[config.mk]
export PLATFORM = sky130hd
export DESIGN_NAME = matrix_norm_engine
export DESIGN_NICKNAME = d
export VERILOG_FILES = /design/src/design/mne_pkg.sv /design/src/design/mne_isqrt.sv /design/src/design/matrix_norm_engine.sv
export SDC_FILE = /design/constraint.sdc
export NUM_CORES = 2
export LEC_CHECK = 0
export BUFFER_PORTS_ARGS = -buffer_cell sky130_fd_sc_hd__clkbuf_2
export CORE_MARGIN = 5
export CORE_UTILIZATION = 44
export DETAILED_ROUTE_END_ITERATION = 8
export GPL_TIMING_DRIVEN = 0
export MAX_ROUTING_LAYER = met4
export PLACE_DENSITY_LB_ADDON = 0.05
export SYNTH_ARGS = -nofsm -noshare
export SYNTH_HDL_FRONTEND = slang
export SYNTH_SLANG_ARGS = --single-unit
[constraint.sdc]
create_clock -name i_clk -period 13.14 [get_ports i_clk]
set_input_delay 0.657 -clock i_clk [delete_from_list [all_inputs] [get_ports i_clk]]
set_output_delay 0.657 -clock i_clk [all_outputs]
set_load 0.01 [all_outputs]
[src/design/mne_pkg.sv]
// Shared widths, norm kind codes and register indexes for the matrix norm engine.
// Has no dependencies; used by mne_isqrt and matrix_norm_engine.
`default_nettype none

package mne_pkg;

    localparam int ELEM_W = 16;
    localparam int MAG_W = 17;
    localparam int SQ_W = 2 * MAG_W;
    localparam int ACC_W = 22;
    localparam int TOTAL_W = 44;
    localparam int ROOT_W = TOTAL_W / 2;
    localparam int REM_W = ROOT_W + 2;
    localparam int SQRT_CNT_W = $clog2(ROOT_W);
    localparam int DIM_W = 7;
    localparam int KIND_W = 2;
    localparam int CFG_IDX_W = 2;

    localparam logic [KIND_W-1:0] KIND_MAX = 2'd0;
    localparam logic [KIND_W-1:0] KIND_ONE = 2'd1;
    localparam logic [KIND_W-1:0] KIND_INF = 2'd2;
    localparam logic [KIND_W-1:0] KIND_FROB = 2'd3;

    localparam logic [CFG_IDX_W-1:0] CFG_NORM_KIND = 2'd0;
    localparam logic [CFG_IDX_W-1:0] CFG_ROW_COUNT = 2'd1;
    localparam logic [CFG_IDX_W-1:0] CFG_COL_COUNT = 2'd2;

    typedef logic [ACC_W-1:0] t_acc;
    typedef logic [TOTAL_W-1:0] t_total;

endpackage

`default_nettype wire

[src/design/mne_isqrt.sv]
// Iterative floor square root, one result bit per cycle, with a held result.
// Depends on mne_pkg for the radicand and root widths.
`default_nettype none

module mne_isqrt
    import mne_pkg::*;
(
    input  wire logic              i_clk,
    input  wire logic              i_rst_n,
    input  wire logic              i_start,
    input  wire logic [TOTAL_W-1:0] i_radicand,
    input  wire logic              i_take,
    output logic                   o_busy,
    output logic                   o_valid,
    output logic [ROOT_W-1:0]      o_root
);

    logic                  r_busy;
    logic                  r_valid;
    logic [SQRT_CNT_W-1:0] r_count;
    logic [TOTAL_W-1:0]    r_rad;
    logic [REM_W-1:0]      r_rem;
    logic [ROOT_W-1:0]     r_root;

    logic [REM_W-1:0] rem_sh;
    logic [REM_W-1:0] trial;
    logic             fits;

    assign rem_sh = {r_rem[REM_W-3:0], r_rad[TOTAL_W-1 -: 2]};
    assign trial = {r_root, 2'b01};
    assign fits = rem_sh >= trial;

    always_ff @(posedge i_clk) begin
        if (!i_rst_n) begin
            r_busy <= 1'b0;
            r_valid <= 1'b0;
            r_count <= '0;
        end else if (i_start) begin
            r_busy <= 1'b1;
            r_count <= '0;
        end else if (r_busy) begin
            if (r_count == SQRT_CNT_W'(ROOT_W - 1)) begin
                r_busy <= 1'b0;
                r_valid <= 1'b1;
            end
            r_count <= r_count + 1'b1;
        end else if (i_take) begin
            r_valid <= 1'b0;
        end
    end

    always_ff @(posedge i_clk) begin
        if (i_start) begin
            r_rad <= i_radicand;
            r_rem <= '0;
            r_root <= '0;
        end else if (r_busy) begin
            r_rad <= {r_rad[TOTAL_W-3:0], 2'b00};
            r_rem <= fits ? (rem_sh - trial) : rem_sh;
            r_root <= {r_root[ROOT_W-2:0], fits};
        end
    end

    assign o_busy = r_busy || r_valid;
    assign o_valid = r_valid;
    assign o_root = r_root;

endmodule

`default_nettype wire

[src/design/matrix_norm_engine.sv]
// Streaming general-matrix norm: max, one, infinity or Frobenius norm of a Q8.8 matrix.
// Depends on mne_pkg and on mne_isqrt for the closing Frobenius root.
//
// Usage: configure norm kind, row count and column count through the write port
// (index 0, 1, 2) while the block is idle; any write restarts the matrix.
// Elements enter on the input channel in column-major order, one beat per
// element. The beat that completes rows x cols produces one result beat on the
// output channel; with zero rows or columns every element yields a zero result.
// An accepted element is registered with its row sum from the row-sum memory;
// when it is processed the new sum is written back; back-to-back hits on the
// same row are forwarded. One element per cycle is sustained while no result waits.
// Max, one and infinity results are loaded into the output register as the closing
// element is processed. A Frobenius result runs through the bit-serial root,
// during which elements keep flowing until another result would be emitted.
// When the receiver stalls, the output register holds the result and the input
// side keeps accepting until the next result has to wait.
// Reset restores kind max, one row, one column and clears the column-sum, maximum and square-sum accumulators.
`default_nettype none

module matrix_norm_engine
    import mne_pkg::*;
#(
    parameter int MAX_ROWS = 64,
    parameter int MAX_COLS = 64
) (
    input  wire logic                 i_clk,
    input  wire logic                 i_rst_n,
    input  wire logic                 i_cfg_we,
    input  wire logic [CFG_IDX_W-1:0] i_cfg_index,
    input  wire logic [DIM_W-1:0]     i_cfg_data,
    input  wire logic                 i_in_valid,
    output logic                      o_in_ready,
    input  wire logic signed [ELEM_W-1:0] i_element,
    output logic                      o_out_valid,
    input  wire logic                 i_out_ready,
    output logic [ACC_W-1:0]          o_norm_value
);

    localparam int AW = (MAX_ROWS > 1) ? $clog2(MAX_ROWS) : 1;
    localparam int DIM_MAX = (1 << DIM_W) - 1;
    localparam int ROWS_CAP = (MAX_ROWS > DIM_MAX) ? DIM_MAX : MAX_ROWS;
    localparam int COLS_CAP = (MAX_COLS > DIM_MAX) ? DIM_MAX : MAX_COLS;

    logic [KIND_W-1:0] r_kind;
    logic [DIM_W-1:0]  r_row_count;
    logic [DIM_W-1:0]  r_col_count;
    logic [DIM_W-1:0]  r_row_pos;
    logic [DIM_W-1:0]  r_col_pos;

    logic              r_a_valid;
    logic              r_a_zero;
    logic [MAG_W-1:0]  r_a_mag;
    logic [SQ_W-1:0]   r_a_sq;
    logic [DIM_W-1:0]  r_a_row;
    logic              r_a_first_col;
    logic              r_a_last_row;
    logic              r_a_last_col;
    logic              r_a_fwd;

    t_acc              r_row_mem [MAX_ROWS];
    t_acc              r_mem_q;
    t_acc              r_last_wr;
    t_acc              r_col_sum;
    t_acc              r_max;
    t_total            r_sq_total;

    logic              r_out_valid;
    t_acc              r_out_data;

    logic [DIM_W-1:0]  rows_eff;
    logic [DIM_W-1:0]  cols_eff;
    logic [DIM_W-1:0]  row_cur;
    logic [DIM_W-1:0]  col_cur;
    logic              in_zero;
    logic              in_last_row;
    logic              in_last_col;
    logic              acc_in;
    logic [MAG_W-1:0]  in_mag;
    logic [AW-1:0]     rd_addr;
    logic [AW-1:0]     wr_addr;

    t_acc              b_base;
    t_acc              rs_new;
    t_acc              cs_new;
    t_acc              max_new;
    t_total            tot_new;
    logic              b_last;
    logic              b_emit_direct;
    logic              b_emit_sqrt;
    logic              b_go;
    logic              b_upd;
    logic              out_free;

    logic              sq_busy;
    logic              sq_valid;
    logic              sq_take;
    logic [ROOT_W-1:0] sq_root;

    assign rows_eff = (r_row_count > DIM_W'(ROWS_CAP)) ? DIM_W'(ROWS_CAP) : r_row_count;
    assign cols_eff = (r_col_count > DIM_W'(COLS_CAP)) ? DIM_W'(COLS_CAP) : r_col_count;
    assign row_cur = (r_row_pos >= rows_eff) ? '0 : r_row_pos;
    assign col_cur = (r_col_pos >= cols_eff) ? '0 : r_col_pos;
    assign in_zero = (rows_eff == '0) || (cols_eff == '0);
    assign in_last_row = ({1'b0, row_cur} + 1'b1) == {1'b0, rows_eff};
    assign in_last_col = ({1'b0, col_cur} + 1'b1) == {1'b0, cols_eff};
    assign in_mag = i_element[ELEM_W-1] ? (MAG_W'(0) - {1'b1, i_element})
                                        : {1'b0, i_element};

    assign out_free = !r_out_valid || i_out_ready;
    assign b_last = r_a_last_row && r_a_last_col;
    assign b_emit_direct = r_a_valid && (r_a_zero || (b_last && r_kind != KIND_FROB));
    assign b_emit_sqrt = r_a_valid && !r_a_zero && b_last && r_kind == KIND_FROB;
    assign b_go = r_a_valid && !((b_emit_direct && (sq_busy || !out_free))
                                 || (b_emit_sqrt && sq_busy));
    assign b_upd = b_go && !r_a_zero;
    assign sq_take = sq_valid && out_free;

    assign o_in_ready = !r_a_valid || b_go;
    assign acc_in = i_in_valid && o_in_ready;
    assign rd_addr = AW'(row_cur);
    assign wr_addr = AW'(r_a_row);

    assign b_base = r_a_first_col ? '0 : (r_a_fwd ? r_last_wr : r_mem_q);
    assign rs_new = b_base + ACC_W'(r_a_mag);
    assign cs_new = r_col_sum + ACC_W'(r_a_mag);
    assign tot_new = r_sq_total + TOTAL_W'(r_a_sq);

    always_comb begin
        max_new = r_max;
        case (r_kind)
            KIND_MAX: begin
                if (ACC_W'(r_a_mag) > r_max) max_new = ACC_W'(r_a_mag);
            end
            KIND_ONE: begin
                if (r_a_last_row && cs_new > r_max) max_new = cs_new;
            end
            KIND_INF: begin
                if (r_a_last_col && rs_new > r_max) max_new = rs_new;
            end
            default: begin
                max_new = r_max;
            end
        endcase
    end

    always_ff @(posedge i_clk) begin
        if (!i_rst_n) begin
            r_kind <= KIND_MAX;
            r_row_count <= DIM_W'(1);
            r_col_count <= DIM_W'(1);
        end else if (i_cfg_we) begin
            case (i_cfg_index)
                CFG_NORM_KIND: r_kind <= i_cfg_data[KIND_W-1:0];
                CFG_ROW_COUNT: r_row_count <= i_cfg_data;
                CFG_COL_COUNT: r_col_count <= i_cfg_data;
                default: begin
                end
            endcase
        end
    end

    always_ff @(posedge i_clk) begin
        if (!i_rst_n || i_cfg_we) begin
            r_row_pos <= '0;
            r_col_pos <= '0;
        end else if (acc_in && !in_zero) begin
            if (in_last_row) begin
                r_row_pos <= '0;
                r_col_pos <= in_last_col ? '0 : col_cur + 1'b1;
            end else begin
                r_row_pos <= row_cur + 1'b1;
                r_col_pos <= col_cur;
            end
        end
    end

    always_ff @(posedge i_clk) begin
        if (!i_rst_n) begin
            r_a_valid <= 1'b0;
        end else if (acc_in) begin
            r_a_valid <= 1'b1;
        end else if (b_go) begin
            r_a_valid <= 1'b0;
        end
    end

    always_ff @(posedge i_clk) begin
        if (acc_in) begin
            r_a_zero <= in_zero;
            r_a_mag <= in_mag;
            r_a_sq <= SQ_W'(in_mag) * SQ_W'(in_mag);
            r_a_row <= row_cur;
            r_a_first_col <= col_cur == '0;
            r_a_last_row <= in_last_row;
            r_a_last_col <= in_last_col;
            r_a_fwd <= b_upd && (wr_addr == rd_addr);
            r_mem_q <= r_row_mem[rd_addr];
        end
        if (b_upd) begin
            r_row_mem[wr_addr] <= rs_new;
            r_last_wr <= rs_new;
        end
    end

    always_ff @(posedge i_clk) begin
        if (!i_rst_n || i_cfg_we) begin
            r_col_sum <= '0;
            r_max <= '0;
            r_sq_total <= '0;
        end else if (b_upd) begin
            if (b_last) begin
                r_col_sum <= '0;
                r_max <= '0;
                r_sq_total <= '0;
            end else begin
                r_col_sum <= r_a_last_row ? '0 : cs_new;
                r_max <= max_new;
                r_sq_total <= tot_new;
            end
        end
    end

    always_ff @(posedge i_clk) begin
        if (!i_rst_n) begin
            r_out_valid <= 1'b0;
        end else if (sq_take || (b_go && b_emit_direct)) begin
            r_out_valid <= 1'b1;
        end else if (i_out_ready) begin
            r_out_valid <= 1'b0;
        end
    end

    always_ff @(posedge i_clk) begin
        if (sq_take) begin
            r_out_data <= sq_root;
        end else if (b_go && b_emit_direct) begin
            r_out_data <= r_a_zero ? '0 : max_new;
        end
    end

    mne_isqrt u_isqrt (
        .i_clk      (i_clk),
        .i_rst_n    (i_rst_n),
        .i_start    (b_go && b_emit_sqrt),
        .i_radicand (tot_new),
        .i_take     (sq_take),
        .o_busy     (sq_busy),
        .o_valid    (sq_valid),
        .o_root     (sq_root)
    );

    assign o_out_valid = r_out_valid;
    assign o_norm_value = r_out_data;

    a_single_result_source: assert property (@(posedge i_clk) disable iff (!i_rst_n)
        !(sq_take && b_go && b_emit_direct))
        else $error("root result and direct result loaded together");

    a_row_in_range: assert property (@(posedge i_clk) disable iff (!i_rst_n)
        (r_a_valid && !r_a_zero) |-> (r_a_row < rows_eff))
        else $error("row position outside the configured rows");

    a_column_sum_clear: assert property (@(posedge i_clk) disable iff (!i_rst_n)
        (r_a_valid && !r_a_zero && r_a_row == '0) |-> (r_col_sum == '0))
        else $error("column sum not cleared at the start of a column");

    a_forward_same_row: assert property (@(posedge i_clk) disable iff (!i_rst_n)
        (acc_in && b_upd && wr_addr == rd_addr && !in_zero) |-> (rows_eff == DIM_W'(1)))
        else $error("same-row hit on consecutive elements with more than one row");

endmodule

`default_nettype wire
==> tab_implementation.tex <==
\begin{tabular}{lr}
\hline
Metric & Value \\
\hline
\multicolumn{2}{l}{\textbf{Place}} \\
Worst setup slack before clock tree synthesis & 2990 ps \\
DPL Wire Length & 188000 µm \\
Placed insts & 9006 \\
Number of buffers added on ports & 53 \\
Placer congestion estimate & 0.918 \\
\multicolumn{2}{l}{\textbf{CTS}} \\
Number of buffers inserted by hold repair at cts & 0 \\
CTS tree & done \\
CTS buffer count & 187 \\
Clock root buffer & clkbuf\_16 \\
Post-CTS Setup Inserts & 0 \\
Clock Sinks & 1749 \\
Maximum count of clock buffers along a single path & 3 \\
Skew-Pair Late Insertion Delay & 870 ps \\
Clock transition at the registers of the reported paths & 60 ps \\
Htree depth & 4 \\
Post-CTS Resized & 0 \\
\multicolumn{2}{l}{\textbf{Floorplanning}} \\
Floorplan Core Area & 186000 µm² \\
Boundary pin count & 54 \\
Number of cell rows & 158 \\
Full die area & 196000 µm² \\
Effective utilization at floorplan & 44.3\% \\
Die Span X & 443 µm \\
Die Y-Extent & 443 µm \\
\multicolumn{2}{l}{\textbf{STA}} \\
Fin. max-slew vios & 0 \\
Setup Skew & 73.8 ps \\
RSZ-0062 raised after global routing & false \\
Highest attainable clock frequency & 0.107 GHz \\
Final hold violations & 0 \\
Worst slew margin & 7.14\% \\
Final Cycle Share & 71.3\% \\
Accumulated negative setup slack & 0 ps \\
Number of setup violations in the final report & 0 \\
Smallest setup slack after layout & 3770 ps \\
Transition time at the pin with the least slew margin & 1390 ps \\
Shortest period the worst path allows & 9370 ps \\
\multicolumn{2}{l}{\textbf{Worst setup path}} \\
Critical path data required time & 13700 ps \\
Critical path capture point type & flop \\
Crit path DAT & 9930 ps \\
Max incr delay on CP & 830 ps \\
Beginning of the worst register-to-register path & r\_a\_fwd \\
Maximum net fanout on the critical path & 10 \\
Standard cell with the maximum stage delay on the critical path & xor2\_1 \\
Crit Path Category & in -> reg \\
Startpoint class of the critical path & input pin \\
Startpoint of the most critical setup path & i\_element[0] \\
Crit path top cell by count & fa\_1 \\
\multicolumn{2}{l}{\textbf{Drt}} \\
Post-detailed-route wirelength per cell & 27.2 µm \\
Iteration count of the initial detailed-routing pass & 6 \\
1st-iter DRT viols & 5876 \\
ANT nets after route & 0 \\
Final wirelength & 254000 µm \\
Post-detailed-route DRC marker count & 0 \\
Via count & 54318 \\
Average via count per standard cell & 5.80 \\
\multicolumn{2}{l}{\textbf{Power and ir drop}} \\
Final Power & 18.2 mW \\
Static Leakage & 33.7 nW \\
Maximum vdd drop & 0.606 mV \\
Power density relative to cell area & 192 nW/µm² \\
\multicolumn{2}{l}{\textbf{Synth}} \\
Number of synthesized flops with an enable pin & 1578 \\
Async set-reset flop share out of synthesis & 0\% \\
Most common flop cell mapped by yosys & edfxtp\_1 \\
Synth Warn \# & 0 \\
Unique cell type count in the Yosys netlist & 97 \\
Fraction of synthesized cell area taken by the top area cell type & 57.5\% \\
Synthesized instance count & 6309 \\
Netlist area before placement & 82400 µm² \\
Number of synthesized register bits & 1749 \\
Top post-synthesis cells by area & edfxtp\_1, fa\_1, ha\_1 \\
Sequential share of the synthesized area & 61.7\% \\
Mean Syn Cell Area & 13.1 µm² \\
Cell type with the largest total area after synthesis & edfxtp\_1 \\
\multicolumn{2}{l}{\textbf{Run}} \\
Number of maximum-capacitance constraint violations & 0 \\
\multicolumn{2}{l}{\textbf{GRT}} \\
GRT Resource Usage Total & 26.2\% \\
Initial antenna violation count & 14 \\
Total grt overflow & 0 \\
Via count of the first global-routing pass & 52473 \\
Largest net degree at the start of global routing & 71 \\
Wire length of the first global-routing pass & 368000 µm \\
\multicolumn{2}{l}{\textbf{Finish}} \\
Post-layout net count & 7216 \\
Final Non-Filler Cells & 9362 \\
Layout cell share with drive strength beyond 1 & 10.8\% \\
Area Overhead vs Synth & 15.1\% \\
Core occupancy in the finished layout & 51.0\% \\
Filler Cells Inserted & 16094 \\
\multicolumn{2}{l}{\textbf{Hold path}} \\
Worst hold start & i\_element[0] \\
Worst hold path type & in -> reg \\
\multicolumn{2}{l}{\textbf{Run status}} \\
Outcome & finished, final reports clean \\
\hline
\end{tabular}
## worst max-delay path: cells and delay by family
| kind | cells | cell delay, ps |
|---|---|---|
| adder cells (fa/ha/maj) | 7 | 3280 |
| buffers and inverters | 7 | 1670 |
| XOR/XNOR | 2 | 910 |
| AND/OR/NAND/NOR | 4 | 1240 |
| AO/OA/AOI/OAI | 9 | 2150 |
## sequential cells by signal, indices dropped and copies added (netlist names), 32 cells and up
name and count:
u_isqrt.r_rad 44, r_sq_total 44, r_a_sq 32, r_row_mem 1408
## through the flow
stage	hold slack (ps)	area, µm²
2_1_floorplan	429	82500
3_3_place_gp	442	85900
3_5_place_dp	447	88800
4_1_cts	43.0	94800
5_1_grt	57.3	94800
6_report	98.5	94800
## power breakdown
group	internal [mW]	total (mW)	switching [mW]
clock	2.94	5.23	2.29
combinational	2.51	6.39	3.88
sequential	6.53	6.62	0.0943
## synthesized netlist by cell type, types with 50 or more instances
| master | instances |
|---|---|
| o221ai_1 | 107 |
| a21o_1 | 63 |
| inv_1 | 394 |
| buf_2 | 62 |
| a31oi_1 | 75 |
| xnor2_1 | 96 |
| mux2i_1 | 287 |
| nand3_1 | 245 |
| xor2_1 | 69 |
| o21ai_0 | 200 |
| dfxtp_1 | 171 |
| fa_1 | 191 |
| edfxtp_1 | 1578 |
| nor2_1 | 356 |
| o22ai_1 | 76 |
| nand4_1 | 50 |
| a21oi_1 | 315 |
| nand2_1 | 741 |
| mux4_2 | 88 |
| clkbuf_1 | 220 |
| ha_1 | 279 |
## placed cells by master, fill, tap and decap left out, types with 23 or more instances in the layout
master | netlist | layout
a22oi_1 | 39 | 39
ha_1 | 279 | 278
inv_1 | 394 | 392
a31oi_1 | 75 | 75
mux2i_1 | 287 | 287
clkbuf_1 | 220 | 267
a21oi_1 | 315 | 315
a21o_1 | 63 | 63
buf_1 | 27 | 27
o22ai_1 | 76 | 76
dfxtp_1 | 171 | 171
clkbuf_2 | 1 | 55
buf_2 | 62 | 62
a32oi_1 | 43 | 43
o21a_1 | 25 | 25
o211ai_1 | 35 | 35
nor2b_1 | 38 | 38
o21ai_0 | 200 | 200
xor2_1 | 69 | 61
mux4_2 | 88 | 88
clkinv_1 | 5 | 48
buf_16 | 0 | 30
clkbuf_16 | 0 | 187
nand4_1 | 50 | 50
clkinv_2 | 0 | 36
o31ai_1 | 36 | 36
fa_1 | 191 | 191
and2_1 | 23 | 23
nor2_1 | 356 | 291
xnor2_1 | 96 | 84
edfxtp_1 | 1578 | 1578
nand3_1 | 245 | 245
buf_8 | 0 | 71
o221ai_1 | 107 | 107
nor3_1 | 46 | 46
a211o_1 | 24 | 24
nor2_2 | 1 | 51
conb_1 | 2 | 36
nand2_1 | 741 | 741
## cell type report
class	instances	area [µm²]	area share [%]
sequential	1749	50800	53.6
clock inverter	114	1200	1.26
multi-input combinational	3873	29400	31.0
tap	2480	3100	3.27
inverter	402	1510	1.59
buffer	319	1320	1.39
timing repair buffer	184	2610	2.76
antenna	6	15.0	0.0158
clock buffer	235	4860	5.12
## routing by layer
| layer | GRT usage, % | vias up | part of all wire, % |
|---|---|---|---|
| met4 | 6.44 | 0 | 2.5 |
| met1 | 39.4 | 27599 | 46 |
| li1 | - | 24255 | - |
| met3 | 5.00 | 306 | 8.4 |
| met2 | 36.9 | 2158 | 43 |
| met5 | - | - | 0 |
## cell families (layout without fill, tap and decap cells)
group,Yosys count,in the layout,synth area share (%)
xor+xnor,165,165,1.75
compound gates,1177,1177,9.42
simple gates,1639,1639,8.82
other cells,2,42,0.00911
flops,1749,1749,61.7
mux,386,386,6.04
fa+ha+maj,470,470,8.88
buf+inv,721,1254,3.43
## worst paths after layout
kind,endpoint,slack [ps],depth (start not counted)
worst max-delay path,r_a_sq[32],3770,29
worst min-delay path,r_a_mag[0],100,1
worst max register to register,o_norm_value[1],4640,27
worst min register to register,r_sq_total[22],460,2
No activity file was read; power rests on OpenSTA's default activity.
